**src/rtl/lpfd_pkg.sv**
```systemverilog
// ----------------------------------------------------------------------------
// lpfd_pkg
// Shared types and constants of the length-prefixed frame deframer.
// ----------------------------------------------------------------------------
package lpfd_pkg;

  localparam int unsigned HdrLen     = 16;
  localparam int unsigned HdrCntW    = 4;
  localparam int unsigned CfgIndexW  = 8;
  localparam int unsigned CfgDataW   = 16;

  localparam logic [15:0] MagicReset   = 16'd11111;
  localparam logic [7:0]  VersionReset = 8'd10;

  // Register indexes of the configuration port.
  localparam logic [CfgIndexW-1:0] CFG_EXPECTED_MAGIC  = 8'd0;
  localparam logic [CfgIndexW-1:0] CFG_HIGHEST_VERSION = 8'd1;

  // Result status codes.
  localparam logic [1:0] ST_OK          = 2'd0;
  localparam logic [1:0] ST_BAD_MAGIC   = 2'd1;
  localparam logic [1:0] ST_BAD_VERSION = 2'd2;
  localparam logic [1:0] ST_SHORT_SIZE  = 2'd3;

  typedef struct packed {
    logic [1:0]  status;
    logic [7:0]  payload_byte;
    logic        has_payload;
    logic [7:0]  command;
    logic [63:0] seq_id;
    logic        first_of_message;
    logic        last_of_message;
  } lpfd_result_t;

  // Handshake between the parser core and the output register.
  typedef struct packed {
    logic fire;
    logic res_valid;
  } lpfd_ctrl_t;

endpackage

```
**src/rtl/lpfd_in_reg.sv**
```systemverilog
// ----------------------------------------------------------------------------
// lpfd_in_reg
// Input register: holds one stream word until the parser consumes it.
// ----------------------------------------------------------------------------
module lpfd_in_reg import lpfd_pkg::*; (
  input  logic       clk,
  input  logic       rst_n,
  input  logic       in_valid,
  output logic       in_stall,
  input  logic [7:0] in_data_byte,
  input  logic       consume,
  output logic       held_valid,
  output logic [7:0] held_byte
);

  logic       valid_r, valid_nxt;
  logic [7:0] byte_r;
  logic       accept;

  // A new word may enter when the register is empty or is emptied this cycle.
  assign in_stall  = valid_r && !consume;
  assign accept    = in_valid && !in_stall;
  assign valid_nxt = accept ? 1'b1 : (consume ? 1'b0 : valid_r);

  always_ff @(posedge clk) begin
    if (!rst_n) begin
      valid_r <= 1'b0;
    end else begin
      valid_r <= valid_nxt;
    end
  end

  always_ff @(posedge clk) begin
    if (accept) begin
      byte_r <= in_data_byte;
    end
  end

  assign held_valid = valid_r;
  assign held_byte  = byte_r;

endmodule

```
**src/rtl/lpfd_core.sv**
```systemverilog
// ----------------------------------------------------------------------------
// lpfd_core
// Header collection and check, body byte counting and configuration registers.
// ----------------------------------------------------------------------------
module lpfd_core import lpfd_pkg::*; (
  input  logic                 clk,
  input  logic                 rst_n,
  input  logic                 cfg_wr_en,
  input  logic [CfgIndexW-1:0] cfg_index,
  input  logic [CfgDataW-1:0]  cfg_wdata,
  input  logic                 fire,
  input  logic [7:0]           data_byte,
  output logic                 res_valid,
  output lpfd_result_t         result
);

  logic [15:0]        magic_r;
  logic [7:0]         version_r;
  logic [HdrCntW-1:0] hdr_cnt_r, hdr_cnt_nxt;
  logic [31:0]        meta_r, meta_nxt;
  logic [63:0]        seq_r, seq_nxt;
  logic [31:0]        len_r, len_nxt;
  logic [31:0]        left_r, left_nxt;
  logic               in_body_r, in_body_nxt;
  logic               first_r, first_nxt;
  logic [1:0]         status;

  always_ff @(posedge clk) begin
    if (!rst_n) begin
      magic_r   <= MagicReset;
      version_r <= VersionReset;
    end else if (cfg_wr_en) begin
      unique case (cfg_index)
        CFG_EXPECTED_MAGIC:  magic_r   <= cfg_wdata;
        CFG_HIGHEST_VERSION: version_r <= cfg_wdata[7:0];
        default: ;
      endcase
    end
  end

  always_comb begin
    hdr_cnt_nxt = hdr_cnt_r;
    meta_nxt    = meta_r;
    seq_nxt     = seq_r;
    len_nxt     = len_r;
    left_nxt    = left_r;
    in_body_nxt = in_body_r;
    first_nxt   = first_r;
    status      = ST_OK;
    res_valid   = 1'b0;
    result      = '0;

    if (in_body_r) begin
      left_nxt    = left_r - 32'd1;
      first_nxt   = 1'b0;
      in_body_nxt = (left_nxt != 32'd0);
      res_valid   = 1'b1;
      result.status           = ST_OK;
      result.payload_byte     = data_byte;
      result.has_payload      = 1'b1;
      result.command          = meta_r[7:0];
      result.seq_id           = seq_r;
      result.first_of_message = first_r;
      result.last_of_message  = !in_body_nxt;
    end else begin
      if (hdr_cnt_r < HdrCntW'(4)) begin
        meta_nxt = {meta_r[23:0], data_byte};
      end else if (hdr_cnt_r < HdrCntW'(12)) begin
        seq_nxt = {seq_r[55:0], data_byte};
      end else begin
        len_nxt = {len_r[23:0], data_byte};
      end
      // The counter wraps to zero after the last header byte.
      hdr_cnt_nxt = hdr_cnt_r + HdrCntW'(1);

      if (hdr_cnt_r == HdrCntW'(HdrLen - 1)) begin
        if (meta_nxt[31:16] != magic_r) begin
          status = ST_BAD_MAGIC;
        end else if (meta_nxt[15:8] > version_r) begin
          status = ST_BAD_VERSION;
        end else if (len_nxt < 32'(HdrLen)) begin
          status = ST_SHORT_SIZE;
        end

        res_valid = 1'b1;
        if (status != ST_OK) begin
          result.status = status;
        end else begin
          left_nxt = len_nxt - 32'(HdrLen);
          if (left_nxt == 32'd0) begin
            // Empty body: a single marker word carries the header fields.
            result.command          = meta_nxt[7:0];
            result.seq_id           = seq_nxt;
            result.first_of_message = 1'b1;
            result.last_of_message  = 1'b1;
          end else begin
            res_valid   = 1'b0;
            in_body_nxt = 1'b1;
            first_nxt   = 1'b1;
          end
        end
      end
    end
  end

  always_ff @(posedge clk) begin
    if (!rst_n) begin
      hdr_cnt_r <= '0;
      meta_r    <= '0;
      seq_r     <= '0;
      len_r     <= '0;
      left_r    <= '0;
      in_body_r <= 1'b0;
      first_r   <= 1'b0;
    end else if (fire) begin
      hdr_cnt_r <= hdr_cnt_nxt;
      meta_r    <= meta_nxt;
      seq_r     <= seq_nxt;
      len_r     <= len_nxt;
      left_r    <= left_nxt;
      in_body_r <= in_body_nxt;
      first_r   <= first_nxt;
    end
  end

  a_body_no_header: assert property (@(posedge clk) disable iff (!rst_n)
    in_body_r |-> (hdr_cnt_r == '0))
    else $error("header counter busy while forwarding body");

  a_body_has_bytes: assert property (@(posedge clk) disable iff (!rst_n)
    in_body_r |-> (left_r != 32'd0))
    else $error("in body with no bytes left");

  a_first_in_body: assert property (@(posedge clk) disable iff (!rst_n)
    first_r |-> in_body_r)
    else $error("first flag pending outside a body");

  a_body_ends: assert property (@(posedge clk) disable iff (!rst_n)
    (fire && in_body_r && left_r == 32'd1) |=> !in_body_r)
    else $error("body did not end after its last byte");

endmodule

```
**src/rtl/lpfd_out_reg.sv**
```systemverilog
// ----------------------------------------------------------------------------
// lpfd_out_reg
// Output register: holds one result word until the receiver takes it.
// ----------------------------------------------------------------------------
module lpfd_out_reg import lpfd_pkg::*; (
  input  logic         clk,
  input  logic         rst_n,
  input  lpfd_ctrl_t   ctrl,
  input  lpfd_result_t result,
  output logic         free,
  output logic         out_valid,
  input  logic         out_stall,
  output lpfd_result_t out_result
);

  logic         valid_r, valid_nxt;
  lpfd_result_t res_r;
  logic         load;

  assign free      = !valid_r || !out_stall;
  assign load      = ctrl.fire && ctrl.res_valid;
  assign valid_nxt = load ? 1'b1 : (valid_r && out_stall);

  always_ff @(posedge clk) begin
    if (!rst_n) begin
      valid_r <= 1'b0;
    end else begin
      valid_r <= valid_nxt;
    end
  end

  always_ff @(posedge clk) begin
    if (load) begin
      res_r <= result;
    end
  end

  assign out_valid  = valid_r;
  assign out_result = res_r;

endmodule

```
**src/rtl/length_prefixed_frame_deframer.sv**
```systemverilog
// ----------------------------------------------------------------------------
// length_prefixed_frame_deframer
// Splits a byte stream into frames with a 16-byte big-endian header.
// ----------------------------------------------------------------------------
// The input channel carries one stream byte per word; the output channel
// carries one result word per body byte, one marker word for an empty body,
// or one error word for a header that fails its check. Header bytes give no
// output word. Words move when valid is high and stall is low.
// Throughput is one byte per cycle while the receiver does not stall. A byte
// accepted into the input register is parsed when the result register is
// free, and its result word is loaded into the result register at that same
// edge; the byte passes through the input register and the result register.
// When the receiver stalls with a word waiting, the result register holds
// that word and the parser stops; the input register holds at most one more
// byte, and the input channel stalls as soon as it is full. The configuration
// registers take a write on any cycle with cfg_wr_en high and are used at
// the next header check.
// Reset returns the block to hunting for a header with the configuration
// registers at their defaults; no clearing pass is needed.
// ----------------------------------------------------------------------------
module length_prefixed_frame_deframer import lpfd_pkg::*; (
  input  logic                 clk,
  input  logic                 rst_n,
  input  logic                 cfg_wr_en,
  input  logic [CfgIndexW-1:0] cfg_index,
  input  logic [CfgDataW-1:0]  cfg_wdata,
  input  logic                 in_valid,
  output logic                 in_stall,
  input  logic [7:0]           in_data_byte,
  output logic                 out_valid,
  input  logic                 out_stall,
  output logic [1:0]           out_status,
  output logic [7:0]           out_payload_byte,
  output logic                 out_has_payload,
  output logic [7:0]           out_command,
  output logic [63:0]          out_seq_id,
  output logic                 out_first_of_message,
  output logic                 out_last_of_message
);

  logic         held_valid;
  logic [7:0]   held_byte;
  logic         free;
  logic         fire;
  logic         res_valid;
  lpfd_ctrl_t   ctrl;
  lpfd_result_t result;
  lpfd_result_t out_result;

  // The parser advances only when the result register can take a word.
  assign fire = held_valid && free;
  assign ctrl = {fire, res_valid};

  lpfd_in_reg u_in_reg (
    .clk          (clk),
    .rst_n        (rst_n),
    .in_valid     (in_valid),
    .in_stall     (in_stall),
    .in_data_byte (in_data_byte),
    .consume      (fire),
    .held_valid   (held_valid),
    .held_byte    (held_byte)
  );

  lpfd_core u_core (
    .clk       (clk),
    .rst_n     (rst_n),
    .cfg_wr_en (cfg_wr_en),
    .cfg_index (cfg_index),
    .cfg_wdata (cfg_wdata),
    .fire      (fire),
    .data_byte (held_byte),
    .res_valid (res_valid),
    .result    (result)
  );

  lpfd_out_reg u_out_reg (
    .clk        (clk),
    .rst_n      (rst_n),
    .ctrl       (ctrl),
    .result     (result),
    .free       (free),
    .out_valid  (out_valid),
    .out_stall  (out_stall),
    .out_result (out_result)
  );

  assign out_status           = out_result.status;
  assign out_payload_byte     = out_result.payload_byte;
  assign out_has_payload      = out_result.has_payload;
  assign out_command          = out_result.command;
  assign out_seq_id           = out_result.seq_id;
  assign out_first_of_message = out_result.first_of_message;
  assign out_last_of_message  = out_result.last_of_message;

endmodule

```
**config.mk**
```make
export PLATFORM = sky130hd
export DESIGN_NAME = length_prefixed_frame_deframer
export DESIGN_NICKNAME = d
export VERILOG_FILES = /design/src/rtl/lpfd_pkg.sv /design/src/rtl/lpfd_in_reg.sv /design/src/rtl/lpfd_core.sv /design/src/rtl/lpfd_out_reg.sv /design/src/rtl/length_prefixed_frame_deframer.sv
export SDC_FILE = /design/constraint.sdc
export NUM_CORES = 1
export LEC_CHECK = 0
export BUFFER_PORTS_ARGS = -buffer_cell sky130_fd_sc_hd__clkbuf_2
export CAP_MARGIN = 20
export CORE_MARGIN = 1
export CORE_UTILIZATION = 40
export CTS_CLUSTER_DIAMETER = 50
export CTS_CLUSTER_SIZE = 8
export DETAILED_ROUTE_END_ITERATION = 6
export GPL_TIMING_DRIVEN = 0
export HOLD_SLACK_MARGIN = 0.03
export PLACE_DENSITY_LB_ADDON = 0.05
export RECOVER_POWER = 25
export SETUP_SLACK_MARGIN = 0.2
export SYNTH_ARGS = -nofsm -noshare
export SYNTH_HDL_FRONTEND = slang
export SYNTH_SLANG_ARGS = --single-unit
```
**constraint.sdc**
```tcl
create_clock -name clk -period 8.5 [get_ports clk]
set_clock_uncertainty 0.1 [all_clocks]
set_input_delay 0.85 -clock clk [delete_from_list [all_inputs] [get_ports clk]]
set_output_delay 0.85 -clock clk [all_outputs]
set_load 0.05 [all_outputs]
```
==> results of run 1 <==
final timing paths:
kind                                                       start                            endpoint  slack, ns  cells past startpoint
worst min register to register    u_core.meta_r[30]$_SDFFE_PN0P_      u_core.meta_r[30]$_SDFFE_PN0P_       0.35                      2
worst max-delay path            u_core.hdr_cnt_r[3]$_SDFFE_PN0P_  u_out_reg.out_result[20]$_DFFE_PP_       1.61                     20
worst max register to register  u_core.hdr_cnt_r[3]$_SDFFE_PN0P_  u_out_reg.out_result[20]$_DFFE_PP_       1.61                     20
worst min-delay path              u_core.meta_r[30]$_SDFFE_PN0P_      u_core.meta_r[30]$_SDFFE_PN0P_       0.35                      2
cell families (layout without fill, tap and decap cells):
family / after synthesis / count (layout) / synth area share [%]
compound gates: 423 / 423 / 19.67
xor+xnor: 50 / 50 / 3.089
fa+ha+maj: 13 / 13 / 1.147
buf+inv: 154 / 354 / 4.359
flops: 285 / 285 / 46.81
mux: 61 / 61 / 4.395
other cells: 0 / 1 / 0
simple gates: 612 / 612 / 20.53
stage by stage:
step	setup TNS [ns]	hold WS [ns]	instance area, um2
final	0	0.3530	16590
after global routing	0	0.3431	16590
after CTS	0	0.3448	16700
after detailed placement	0	0.3469	15450
after global placement	-98.98	0.3402	15360
after floorplan	0	0.3290	14180
Yosys cell counts (20+ instances only):
cell type,number,area share [%]
sky130_fd_sc_hd__nand4_1,20,0.88
sky130_fd_sc_hd__dfxtp_1,192,27
sky130_fd_sc_hd__o21ai_0,42,1.5
sky130_fd_sc_hd__clkbuf_1,98,2.6
sky130_fd_sc_hd__mux2i_1,51,3.6
sky130_fd_sc_hd__nor3_1,28,0.99
sky130_fd_sc_hd__a211oi_1,27,1.4
sky130_fd_sc_hd__xor2_1,27,1.7
sky130_fd_sc_hd__inv_1,31,0.82
sky130_fd_sc_hd__xnor2_1,23,1.4
sky130_fd_sc_hd__a21oi_1,157,5.5
sky130_fd_sc_hd__a21boi_1,70,3.7
sky130_fd_sc_hd__edfxtp_1,93,20
sky130_fd_sc_hd__nand3_1,25,0.88
sky130_fd_sc_hd__nand2_1,308,8.2
sky130_fd_sc_hd__nor2_1,101,2.7
cell usage in the layout (no fill, tap or decap), drive strengths merged, types with 5 or more instances in the layout:
cell type  Yosys  final
mux2          10     10
o31ai          8      8
nand2b        14     14
xor2          27     27
a21boi        79     79
edfxtp        93     93
inv           31     34
a21o           9      9
and3          10     10
xnor2         23     23
nor2b          8      8
or4            7      7
nand4b         5      5
or2           11     11
nor2         101    101
a311oi         9      9
a2111oi        5      5
mux2i         51     51
clkbuf        99    292
a211oi        27     27
nor3          28     28
a221oi         8      8
dfxtp        192    192
a31oi         14     14
a21oi        157    157
o2111a         6      6
a211o          8      8
and2          14     14
o21ai         42     42
buf           24     27
nor4bb         5      5
or3            9      9
nand2        308    308
nor4          23     23
nand3         25     25
a22oi         12     12
nand4         21     21
ha            13     13
routing by layer:
layer | global-route usage (%) | share of wire [%] | wire [um] | up-vias
met1 | 34.61 | 45 | 21450 | 6066
met3 | 4.141 | 5.4 | 2533 | 82
li1 | - | - | - | 6085
met4 | 7.785 | 2.6 | 1212 | 0
met5 | 0 | 0 | 0 | -
met2 | 42.71 | 47 | 22010 | 385
flip-flops by register name, summed over array words and instances, names as in the netlist, 4 cells and up:
| name | count |
|---|---|
| u_out_reg.out_result | 85 |
| u_core.seq_r | 64 |
| u_core.left_r | 32 |
| u_core.len_r | 32 |
| u_core.meta_r | 32 |
| u_core.magic_r | 16 |
| u_core.version_r | 8 |
| u_in_reg.held_byte | 8 |
| u_core.hdr_cnt_r | 4 |
area by class of cell:
class	count	share of cell area (%)
antenna	1	0.01508
clock buffer	70	7.276
timing repair buffer	126	3.506
buffer	123	3.023
multi-input combinational	1159	41.82
inverter	31	0.7012
sequential	285	39.99
tap	455	3.431
clock inverter	4	0.2413
power by group:
part	switching (uW)	internal (uW)	total, uW
registers	19.3	1410	1430
clock network	619	963	1580
logic	143	76.4	219
worst reg2reg max path, cell delays in order, from the launching register on:
cell	delay, ns
sky130_fd_sc_hd__dfxtp_1	0.45
sky130_fd_sc_hd__buf_2	0.29
sky130_fd_sc_hd__buf_4	0.21
sky130_fd_sc_hd__nand2_1	0.12
sky130_fd_sc_hd__buf_2	0.24
sky130_fd_sc_hd__buf_2	0.27
sky130_fd_sc_hd__buf_2	0.27
sky130_fd_sc_hd__buf_2	0.24
sky130_fd_sc_hd__a21boi_0	0.65
sky130_fd_sc_hd__ha_1	0.26
sky130_fd_sc_hd__clkbuf_1	0.30
sky130_fd_sc_hd__o2111ai_1	0.24
sky130_fd_sc_hd__and4b_1	0.29
sky130_fd_sc_hd__clkbuf_1	0.37
sky130_fd_sc_hd__o211ai_1	0.16
sky130_fd_sc_hd__a211o_1	0.38
sky130_fd_sc_hd__nor3_1	0.20
sky130_fd_sc_hd__nand4_1	0.28
sky130_fd_sc_hd__a31oi_4	0.77
sky130_fd_sc_hd__buf_12	0.28
sky130_fd_sc_hd__buf_16	0.21
==> insert_results.sql, run 1 <==
INSERT INTO impl_metrics (metric_group, metric, value, unit) VALUES
('drt', 'drt-vias-per-instance', '5.598', ''),
('job', 'maxCapViolCount', '0', ''),
('synthesis', 'avg_cell_area_syn', '8.873', 'um2'),
('timing', 'maxSlewHeadroom', '38.90', '%'),
('drt', 'wl_per_cell', '20.94', 'um'),
('synthesis', 'netlist_area', '0.01418', 'mm2'),
('layout', 'drive_gt1_share', '8.287', '%'),
('global_routing', 'wire_length_of_the_first_global_routing_pass', '71.15', 'mm'),
('floorplan', 'dieWidth', '190.3', 'um'),
('critical_path', 'critical_path_buf_inv_count', '10', ''),
('layout', 'fin_nets', '1819', ''),
('timing', 'grt_setup_unrepaired', 'no', ''),
('timing', 'fin_crit', '6.891', 'ns'),
('floorplan', 'fp.dieH', '190.3', 'um'),
('power_and_ir_drop', 'fin_total_pwr', '3234', 'uW'),
('placement', 'globalplace.congestion', '0.8962', ''),
('layout', 'multi_input_area', '0.006939', 'mm2'),
('clock_network', 'cts.path.max_buffers', '3', ''),
('layout', 'final_cell_count_no_fill', '2254', ''),
('global_routing', 'globalRoute.totalOverflow', '0', ''),
('clock_network', 'clkSlewWorstSetupHoldPaths', '0.05', 'ns'),
('drt', 'antenna_violating_nets_post_route', '0', ''),
('drt', 'drc_marker_count_from_the_first_detailed_route_iteration', '1231', ''),
('critical_path', 'worst_path_max_delay_cell', 'sky130_fd_sc_hd__a31oi_4', ''),
('synthesis', 'postSynthNetCount', '1648', ''),
('power_and_ir_drop', 'powerDensity', '194.9', 'mW/mm2'),
('synthesis', 'yosysWarningCount', '0', ''),
('timing', 'setup_viol', '0', ''),
('power_and_ir_drop', 'peakVddDrop', '0.1456', 'mV'),
('critical_path', 'worst_path_most_repeated_cell', 'sky130_fd_sc_hd__buf_2', ''),
('layout', 'final_core_utilization', '47.80', '%'),
('clock_network', 'htree_levels', '2', ''),
('drt', 'route.vias.total', '12620', ''),
('timing', 'finalMaxSlewViolations', '0', ''),
('critical_path', 'timing.critical_path.slowest_cell_delay', '0.77', 'ns'),
('synthesis', 'library_cells_used_by_synthesis', '79', ''),
('floorplan', 'starting_density_of_the_core', '40.84', '%'),
('synthesis', 'synthArstFlopShare', '0', '%'),
('critical_path', 'critical-path-top-delay-family', 'buffers and inverters', ''),
('timing', 'post-route-period-util', '81.07', '%'),
('floorplan', 'site_rows', '68', ''),
('placement', 'numPlacedInstances', '2178', ''),
('drt', 'detailedRoute.firstPassIterationCount', '7', ''),
('drt', 'drt-total-wl', '47.20', 'mm'),
('drt', 'drcViolationCount', '4', ''),
('layout', 'regArea', '0.006636', 'mm2'),
('run_status', 'run_status', 'finished, violations left', ''),
('placement', 'dp_wirelength', '34.95', 'mm'),
('synthesis', 'dominantRegCellSynth', 'sky130_fd_sc_hd__dfxtp_1', ''),
('placement', 'io_buffer_count', '122', ''),
('synthesis', 'seq_area_frac_synth', '46.81', '%'),
('global_routing', 'grt_pass1_vias', '11870', ''),
('synthesis', 'synth.ff_latch_count', '285', ''),
('synthesis', 'synth_edf_count', '93', ''),
('power_and_ir_drop', 'leakage_power', '0.005755', 'uW'),
('clock_network', 'postCtsSetupBuffers', '0', ''),
('clock_network', 'cts_sinks', '285', ''),
('floorplan', 'fp.dieArea', '0.03620', 'mm2'),
('critical_path', 'worst_ep_required_time', '8.65', 'ns'),
('critical_path', 'worstSetupEndpointType', 'register', ''),
('floorplan', 'core-area', '0.03471', 'mm2'),
('critical_path', 'critPathKind', 'register to register', ''),
('global_routing', 'gr-usage-all-layers', '25.84', '%'),
('layout', 'flow.area_growth_from_synthesis', '17.04', '%'),
('floorplan', 'top_level_pins', '124', ''),
('timing', 'achievable_frequency', '145.1', 'MHz'),
('clock_network', 'cts_buffers', '43', ''),
('clock_network', 'worst_skew_pair.late_latency', '0.57', 'ns'),
('clock_network', 'cts-resized-gates', '0', ''),
('run_status', 'violations', 'design-rule violations', ''),
('placement', 'detailedPlace.worstSlack', '1.733', 'ns');
(Power assumes the default switching activity.)
==> inputs of run 2 (changes only) <==
- clock period: 8.5 -> 6.57 ns (I/O delays scaled with it)
==> run 2 against run 1 <==
The flow now finishes without violations; wire length fell by 0.49%; sequential share of layout area fell by 0.25 points; worst setup slack got worse by 1.2 ns; design area is 0.64% higher; cell count is 0.18% higher; critical path type unchanged.
==> insert_results.sql, run 2 (synthesis results as in run 1) <==
INSERT INTO impl_metrics (metric_group, metric, value, unit) VALUES
('run_status', 'run_status', 'finished clean', ''),
('critical_path', 'worst_ep_required_time', '6.73', 'ns'),
('clock_network', 'cts_buffers', '45', ''),
('placement', 'dp_wirelength', '34.90', 'mm'),
('global_routing', 'gr-usage-all-layers', '26.00', '%'),
('drt', 'detailedRoute.firstPassIterationCount', '5', ''),
('layout', 'drive_gt1_share', '8.708', '%'),
('layout', 'finish.instance_area', '0.01670', 'mm2'),
('global_routing', 'met1_capacity_usage_during_global_routing', '34.92', '%'),
('timing', 'finalHoldViolations', '0', ''),
('layout', 'largest_register_ffs', '85', ''),
('floorplan', 'fp.dieH', '190.3', 'um'),
('floorplan', 'starting_density_of_the_core', '40.84', '%'),
('critical_path', 'critPathKind', 'register to register', ''),
('clock_network', 'cts_tree', 'yes', ''),
('timing', 'totalNegativeSetupSlack', '0', 'ns'),
('clock_network', 'htree_levels', '2', ''),
('timing', 'setup_viol', '0', ''),
('critical_path', 'reg2reg_slack', '0.42', 'ns'),
('hold_path', 'hold_path.class', 'input port to register', ''),
('critical_path', 'worstPathArrival', '6.30', 'ns'),
('job', 'maxCapViolCount', '0', ''),
('timing', 'slew_of_the_pin_with_the_lowest_slew_margin', '1.191', 'ns'),
('layout', 'n_antenna_cell', '0', ''),
('drt', 'drcViolationCount', '0', ''),
('global_routing', 'globalRouteMet2Util', '43.01', '%'),
('critical_path', 'worstPathMaxFanout', '27', ''),
('global_routing', 'wire_length_of_the_first_global_routing_pass', '71.80', 'mm'),
('floorplan', 'top_level_pins', '124', ''),
('drt', 'wl_per_cell', '20.80', 'um'),
('clock_network', 'worst_skew_pair.late_latency', '0.57', 'ns'),
('drt', 'drt-total-wl', '46.97', 'mm'),
('floorplan', 'dieWidth', '190.3', 'um'),
('timing', 'fin_crit', '6.149', 'ns'),
('global_routing', 'grt_antenna_before_repair', '0', ''),
('clock_network', 'cts.root.buffer_cell', 'sky130_fd_sc_hd__clkbuf_16', ''),
('timing', 'achievable_frequency', '162.6', 'MHz'),
('global_routing', 'globalRoute.totalOverflow', '0', ''),
('global_routing', 'grt_pass1_vias', '11980', ''),
('layout', 'fin_nets', '1822', ''),
('floorplan', 'site_rows', '68', ''),
('global_routing', 'grt_most_used_layer', 'met2', ''),
('drt', 'drc_marker_count_from_the_first_detailed_route_iteration', '979', ''),
('layout', 'final_common_cell', 'sky130_fd_sc_hd__nand2_1', ''),
('floorplan', 'fp.dieArea', '0.03620', 'mm2'),
('timing', 'grt_setup_unrepaired', 'no', ''),
('critical_path', 'worstSetupEndpointType', 'register', ''),
('power_and_ir_drop', 'peakVddDrop', '0.1821', 'mV'),
('power_and_ir_drop', 'powerDensity', '254.8', 'mW/mm2'),
('layout', 'flow.area_growth_from_synthesis', '17.79', '%'),
('placement', 'globalplace.congestion', '0.8992', ''),
('clock_network', 'clkSlewWorstSetupHoldPaths', '0.05', 'ns'),
('timing', 'maxSlewHeadroom', '19.91', '%'),
('timing', 'post-route-period-util', '93.59', '%'),
('drt', 'antenna_violating_nets_post_route', '0', ''),
('power_and_ir_drop', 'leakage_power', '0.005803', 'uW'),
('drt', 'drt-vias-per-instance', '5.571', ''),
('floorplan', 'core-area', '0.03471', 'mm2'),
('timing', 'finalMaxSlewViolations', '0', ''),
('placement', 'placement.cell_area', '0.01548', 'mm2'),
('power_and_ir_drop', 'fin_total_pwr', '4255', 'uW'),
('global_routing', 'grt_start_max_net_pins', '28', ''),
('layout', 'mostFrequentLayoutCells', 'sky130_fd_sc_hd__nand2_1 (308), sky130_fd_sc_hd__clkbuf_1 (209), sky130_fd_sc_hd__dfxtp_1 (192)', ''),
('timing', 'timing.hold.ws', '0.1839', 'ns'),
('clock_network', 'cts.path.max_buffers', '3', ''),
('drt', 'route.vias.total', '12580', ''),
('placement', 'io_buffer_count', '122', ''),
('global_routing', 'global_route.usage.met3', '3.036', '%'),
('clock_network', 'cts_sinks', '285', ''),
('critical_path', 'critical_path.startpoint_type', 'register', '');
-- run 2: cell count changes in the layout (fill, tap and decap cells not counted), moves of 2 or more --
cell	delta
sky130_fd_sc_hd__and2_1	+3
sky130_fd_sc_hd__clkinv_2	+4
sky130_fd_sc_hd__clkbuf_1	-2
sky130_fd_sc_hd__and2_0	-3
sky130_fd_sc_hd__clkbuf_16	+2
sky130_fd_sc_hd__clkbuf_8	-2
-- run 2: area by class of cell --
type,count,area [um2]
fillers,3472,18010
multi-input cells,1159,6952
flip-flops and latches,285,6636
clock buffers,68,1222
repair buffers,127,609.3
well taps,455,569.3
plain buffers,123,501.7
inverters,31,116.4
clock inverters,10,93.84
-- run 2: critical path, stage by stage, from the launching register on --
cell and delay (ns):
sky130_fd_sc_hd__dfxtp_1 0.44, sky130_fd_sc_hd__buf_2 0.29, sky130_fd_sc_hd__buf_4 0.22, sky130_fd_sc_hd__nand2_1 0.14, sky130_fd_sc_hd__buf_2 0.25, sky130_fd_sc_hd__buf_2 0.28
sky130_fd_sc_hd__buf_2 0.26, sky130_fd_sc_hd__buf_2 0.23, sky130_fd_sc_hd__a21boi_2 0.32, sky130_fd_sc_hd__ha_1 0.20, sky130_fd_sc_hd__clkbuf_1 0.30, sky130_fd_sc_hd__o2111ai_1 0.25
sky130_fd_sc_hd__and4b_1 0.30, sky130_fd_sc_hd__buf_1 0.39, sky130_fd_sc_hd__o211ai_1 0.17, sky130_fd_sc_hd__a211o_1 0.38, sky130_fd_sc_hd__nor3_1 0.20, sky130_fd_sc_hd__nand4_1 0.28
sky130_fd_sc_hd__a31oi_4 0.42, sky130_fd_sc_hd__buf_12 0.24, sky130_fd_sc_hd__buf_16 0.18
-- run 2: power by group --
part           switching (uW)  leakage [uW]  total (uW)  internal (uW)
clock network             837      0.000634        2120           1280
registers                24.3       0.00233        1850           1830
logic                     186       0.00284         285           98.9
-- run 2: metal layers --
metal / up-vias / part of all wire [%]
met5: - / 0
met4: 0 / 3.3
met3: 103 / 4.5
met2: 405 / 47
met1: 5975 / 45
li1: 6096 / -
-- run 2: repair_timing --
| item | in CTS | in global routing |
|---|---|---|
| resized for setup | 1 | 3 |
| pin swaps | 1 | 0 |
| buffers inserted | 1 | 0 |
| hold buffers | 0 | 0 |
| setup endpoints to repair | 89 | 148 |
| endpoints found under the hold margin | 0 | 0 |
-- run 2: metrics by stage --
step                      util, %  std cells  setup slack, ns
final                       48.11       2258           0.4213
after floorplan                 -       1598           0.5584
after global placement      44.29       2175           -1.484
after global routing        48.11       2258           0.2259
after detailed placement    44.58       2179         -0.05061
after CTS                   48.40       2258           0.3361
-- run 2: final timing paths --
kind	startpoint	depth (start not counted)	endpoint
hold reg to reg	u_core.meta_r[30]$_SDFFE_PN0P_	2	u_core.meta_r[30]$_SDFFE_PN0P_
hold / removal	in_data_byte[6]	1	u_in_reg.held_byte[6]$_DFFE_PP_
setup / recovery	u_core.hdr_cnt_r[3]$_SDFFE_PN0P_	20	u_out_reg.out_result[20]$_DFFE_PP_
setup reg to reg	u_core.hdr_cnt_r[3]$_SDFFE_PN0P_	20	u_out_reg.out_result[20]$_DFFE_PP_
